--- config.mk ---
export PLATFORM = sky130hd
export DESIGN_NAME = lgge_row_unit
export DESIGN_NICKNAME = d
export VERILOG_FILES = /design/src/lgge_pkg.sv /design/src/lgge_lane.sv /design/src/lgge_row_unit.sv
export SDC_FILE = /design/constraint.sdc
export NUM_CORES = 1
export LEC_CHECK = 0
export ABC_AREA = 0
export BUFFER_PORTS_ARGS = -buffer_cell sky130_fd_sc_hd__buf_2
export CAP_MARGIN = 40
export CELL_PAD_IN_SITES_DETAIL_PLACEMENT = 0
export CELL_PAD_IN_SITES_GLOBAL_PLACEMENT = 2
export CORE_MARGIN = 2
export CORE_UTILIZATION = 33
export DETAILED_ROUTE_END_ITERATION = 7
export PLACE_DENSITY_LB_ADDON = 0.1
export SYNTH_ARGS = -nofsm -noshare
export SYNTH_HDL_FRONTEND = slang
export SYNTH_HIERARCHICAL = 1
export SYNTH_SLANG_ARGS = --single-unit
--- constraint.sdc ---
create_clock -name vclk -period 4.9
set_clock_uncertainty 0.1 [all_clocks]
set_input_delay 0.735 -clock vclk [all_inputs]
set_output_delay 0.735 -clock vclk [all_outputs]
set_load 0.05 [all_outputs]
--- src/lgge_pkg.sv ---
// Shared constants, field layout and types for the life grid generation engine.
// Used by every module under src but lgge_lane; depends on nothing else.
package lgge_pkg;

    // Grid dimensions.
    localparam int MAX_COLUMNS = 64;
    localparam int MAX_ROWS    = 64;

    localparam int COL_W = MAX_COLUMNS;
    localparam int ROW_W = (MAX_ROWS > 1) ? $clog2(MAX_ROWS) : 1;
    localparam int CNT_W = $clog2(MAX_ROWS + 2);
    localparam int HGT_W = $clog2(MAX_ROWS + 1);
    localparam int WID_W = $clog2(MAX_COLUMNS + 1);

    // Configuration registers.
    localparam int CFG_W       = 7;
    localparam int CFG_IDX_W   = 1;
    localparam logic [CFG_IDX_W-1:0] REG_WIDTH  = 1'b0;
    localparam logic [CFG_IDX_W-1:0] REG_HEIGHT = 1'b1;
    localparam logic [CFG_W-1:0] WIDTH_RESET  = 7'd64;
    localparam logic [CFG_W-1:0] HEIGHT_RESET = 7'd64;

    // Operation codes.
    localparam int OP_W = 2;
    localparam logic [OP_W-1:0] OP_WRITE = 2'd0;
    localparam logic [OP_W-1:0] OP_READ  = 2'd1;
    localparam logic [OP_W-1:0] OP_STEP  = 2'd2;

    // Field widths and the layout of the input tdata.
    localparam int ROW_IDX_W = 6;
    localparam int OFFSET_W  = 6;
    localparam int PATTERN_W = 64;
    localparam int ROW_IDX_LSB = 0;
    localparam int OFFSET_LSB  = ROW_IDX_LSB + ROW_IDX_W;
    localparam int CELLS_LSB   = OFFSET_LSB + OFFSET_W;
    localparam int MASK_LSB    = CELLS_LSB + PATTERN_W;
    localparam int S_TDATA_W   = ((MASK_LSB + PATTERN_W + 7) / 8) * 8;
    localparam int M_TDATA_W   = PATTERN_W;

    // Status codes.
    localparam logic STATUS_DONE    = 1'b0;
    localparam logic STATUS_BAD_ROW = 1'b1;

    // Control of the row store's ports.
    typedef struct packed {
        logic             rd_en;
        logic [ROW_W-1:0] rd_addr;
        logic             wr_en;
        logic [ROW_W-1:0] wr_addr;
    } ram_req_t;

endpackage

--- src/lgge_lane.sv ---
// One column lane: applies the B3/S23 rule to a 3x3 neighbourhood.
// Depends on nothing but its ports.
module lgge_lane (
    input  logic [2:0] up,
    input  logic [2:0] mid,
    input  logic [2:0] down,
    output logic       alive_next
);

    logic [3:0] neighbours;

    assign neighbours = 4'(up[0]) + 4'(up[1]) + 4'(up[2])
                      + 4'(mid[0]) + 4'(mid[2])
                      + 4'(down[0]) + 4'(down[1]) + 4'(down[2]);

    assign alive_next = (neighbours == 4'd3) || (mid[1] && (neighbours == 4'd2));

endmodule

--- src/lgge_row_unit.sv ---
// Next-generation row: one lane per column, merged into a row and cut to the active width.
// Depends on lgge_pkg and lgge_lane.
module lgge_row_unit (
    input  logic [lgge_pkg::COL_W-1:0] up_row,
    input  logic [lgge_pkg::COL_W-1:0] mid_row,
    input  logic [lgge_pkg::COL_W-1:0] down_row,
    input  logic [lgge_pkg::COL_W-1:0] col_mask,
    output logic [lgge_pkg::COL_W-1:0] new_row
);

    localparam int N = lgge_pkg::COL_W;

    // Rows padded with a dead column on each side.
    logic [N+1:0] up_pad;
    logic [N+1:0] mid_pad;
    logic [N+1:0] down_pad;
    logic [N-1:0] lane_out;

    assign up_pad   = {1'b0, up_row, 1'b0};
    assign mid_pad  = {1'b0, mid_row, 1'b0};
    assign down_pad = {1'b0, down_row, 1'b0};

    for (genvar c = 0; c < N; c++) begin : g_lane
        lgge_lane u_lane (
            .up         (up_pad[c+2:c]),
            .mid        (mid_pad[c+2:c]),
            .down       (down_pad[c+2:c]),
            .alive_next (lane_out[c])
        );
    end

    assign new_row = lane_out & col_mask;

endmodule

==> flow_summary_export.csv <==
group,metric,value,unit
timing,timing.final.hold_violations,0,
drt,wl_met3,1289,µm
timing,final-setup-viol-count,0,
synth,muxShareOfSynthArea,0,
synth,synth.cell_area,0.01278,mm²
synth,yosys.area_share.xor_xnor,0,
synth,yosysWarningCount,6,
timing,achievable-frequency,0.2094,GHz
drt,drc,0,
drt,vias_per_cell,4.152,
min_path,worst_hold_path_type,"in2out",
layout,layout.nets,2569,
flow_run,cap_viol_max_count,0,
floorplan,design.die.area,0.04032,mm²
drt,met1Wirelength,12820,µm
power,cellInternalPower,1.275,mW
worst_setup_path,required,4070,ps
timing,grt_setup_unrepaired,"yes",
layout,layout_commonest_cell,"inv_1",
worst_setup_path,crit_path_end_kind,"output port",
drt,met2_wirelength,12950,µm
timing,maxSlewViolCount,0,
placed_design,dp_hpwl,26270,µm
layout,area.growth.synth_to_final,18.43,%
min_path,worstHoldStart,"col_mask[39]",
clock_network,post_cts_hold_buffer_count,0,
drt,drt-initial-drc-count,145,
global_routing,grt_max_degree,4,
floorplan,die_h,200.8,µm
floorplan,start_util,0.3323,
layout,clockBufferCount,0,
min_path,holdPathEnd,"new_row[39]",
synth,postSynthAreaPerCell,8.316,µm²
synth,synth_simple_gate_area_frac,0.09457,
worst_setup_path,critical_path_arrival,3940,ps
floorplan,num_rows,72,
floorplan,num_io_pins,320,
synth,synth_compound_area_frac,0.1094,
power,power_per_cell_area,205.2,mW/mm²
drt,post_drt_wl_per_cell,11.37,µm
worst_setup_path,crit_type,"in2out",
layout,most-common-layout-cells,"704 x inv_1, 306 x buf_2, 256 x fa_1, 192 x ha_1, 64 x o21ai_0",
worst_setup_path,worst_setup_path_start_kind,"input port",
global_routing,grt_overflow,0,
power,p_seq_frac,0,
placed_design,numPlacedInstances,2381,
drt,drt-total-wl,27170,µm
layout,numSequentialCells,0,
drt,antenna_left,0,
clock_network,cts_setup_buffers,0,
synth,synth_top_family_by_area,"adder cells",
timing,final_period_minus_worst_setup_slack,4776,ps
global_routing,grt_antenna_before_repair,14,
timing,final_min_period_over_clock_period,0.9746,
layout,final_layout_size_suffix_gt1_frac,0.1922,
global_routing,overall_global_routing_resource_usage,0.1400,
global_routing,grt_first_pass_wirelength,48000,µm
power,power.share.switching,0.5894,
power,total_power,3.106,mW
drt,routed-via-count,9918,
worst_setup_path,critical_path_peak_fanout,3,
layout,ff_latch_area,0,µm²
synth,synth.distinct_cells,13,
global_routing,grt_pass1_vias,10581,
clock_network,cts.repair.resized,0,
power,share_clk_of_total_power,0,
power,combinationalPowerShare,1.000,
drt,first_pass_iters,5,
synth,netlist_instances,1537,
synth,synth-adder-area-share,0.5889,
status,outcome,"finished clean",
placed_design,port_buffers,320,
synth,synth.yosys.seq_area_share,0,
layout,finish.cell_count_without_fillers,2389,
power,p_switching,1.831,mW
timing,hold_ws,1712,ps
power,ir_drop,0.1107,mV
min_path,min_path_cells,3,
floorplan,core_region_area,0.03847,mm²
placed_design,gp_routability_congestion,0.7607,
floorplan,die_w,200.8,µm
power,power_leakage,9.574,nW
drt,highest_layer,"met5",
## synthesized netlist by cell type, drive strengths merged
| master | number | area share |
|---|---|---|
| inv | 704 | 0.21 |
| a211oi | 35 | 0.034 |
| a21oi | 58 | 0.023 |
| fa | 256 | 0.40 |
| ha | 192 | 0.19 |
| o211a | 35 | 0.027 |
| conb | 1 | 0.00029 |
| or2 | 64 | 0.031 |
| and2 | 64 | 0.031 |
| o21ai | 64 | 0.025 |
| nand3b | 35 | 0.021 |
| nand3 | 29 | 0.011 |
## power by group through the flow
stage | registers [mW] | logic (mW) | clock network, mW
3_3_place_gp | 0 | 3.07 | 0
4_1_cts | 0 | 3.16 | 0
2_1_floorplan | 0 | 2.34 | 0
3_5_place_dp | 0 | 3.12 | 0
6_report | 0 | 3.11 | 0.000000218
5_1_grt | 0 | 3.65 | 0.0000000818
## final cells by class
cell class,count,area (µm²)
Fill cell,4151,23330
Multi-Input combinational cell,838,10170
Inverter,704,2643
Timing Repair Buffer,321,1655
Tap cell,518,648.1
Antenna cell,8,20.02
## metal layers
metal | vias to the layer above | GRT usage
li1 | 5088 | -
met1 | 4635 | 0.1933
met2 | 167 | 0.2471
met3 | 16 | 0.01948
met4 | 12 | 0.001852
met5 | - | 0
## stage by stage
stage	worst slack, ps	area, µm²	setup TNS [ps]	utilization
floorplan	396.0	12800	0	-
global placement	30.14	15060	0	0.3914
detailed placement	1.767	15060	0	0.3914
CTS	2.354	15060	0	0.3914
global route	-16.63	15120	-24.01	0.3932
finish	124.4	15140	0	0.3935
## critical path, stage by stage
cell      delay (ps)
buf_2            110
inv_1             60
fa_1             550
fa_1             420
fa_1             500
inv_1             40
ha_1             210
fa_1             420
o211a_1          250
a211oi_2         270
and2_1           160
clkbuf_4         220
## cells by family after synthesis
group	Yosys count
other	1
AOI/OAI and AO/OA	192
buffers and inverters	704
adders and majority gates	448
and+or+nand+nor	192
## worst max-delay path by stage
stage | startpoint | end | slack [ps] | depth (start not counted)
global route | mid_row[53] | new_row[54] | -20 | 12
detailed placement | up_row[53] | new_row[54] | 2 | 12
global placement | up_row[53] | new_row[54] | 30 | 12
finish | up_row[50] | new_row[51] | 120 | 12
CTS | up_row[53] | new_row[54] | 2 | 12
floorplan | up_row[38] | new_row[39] | 400 | 10
(Power assumes the default switching activity.)
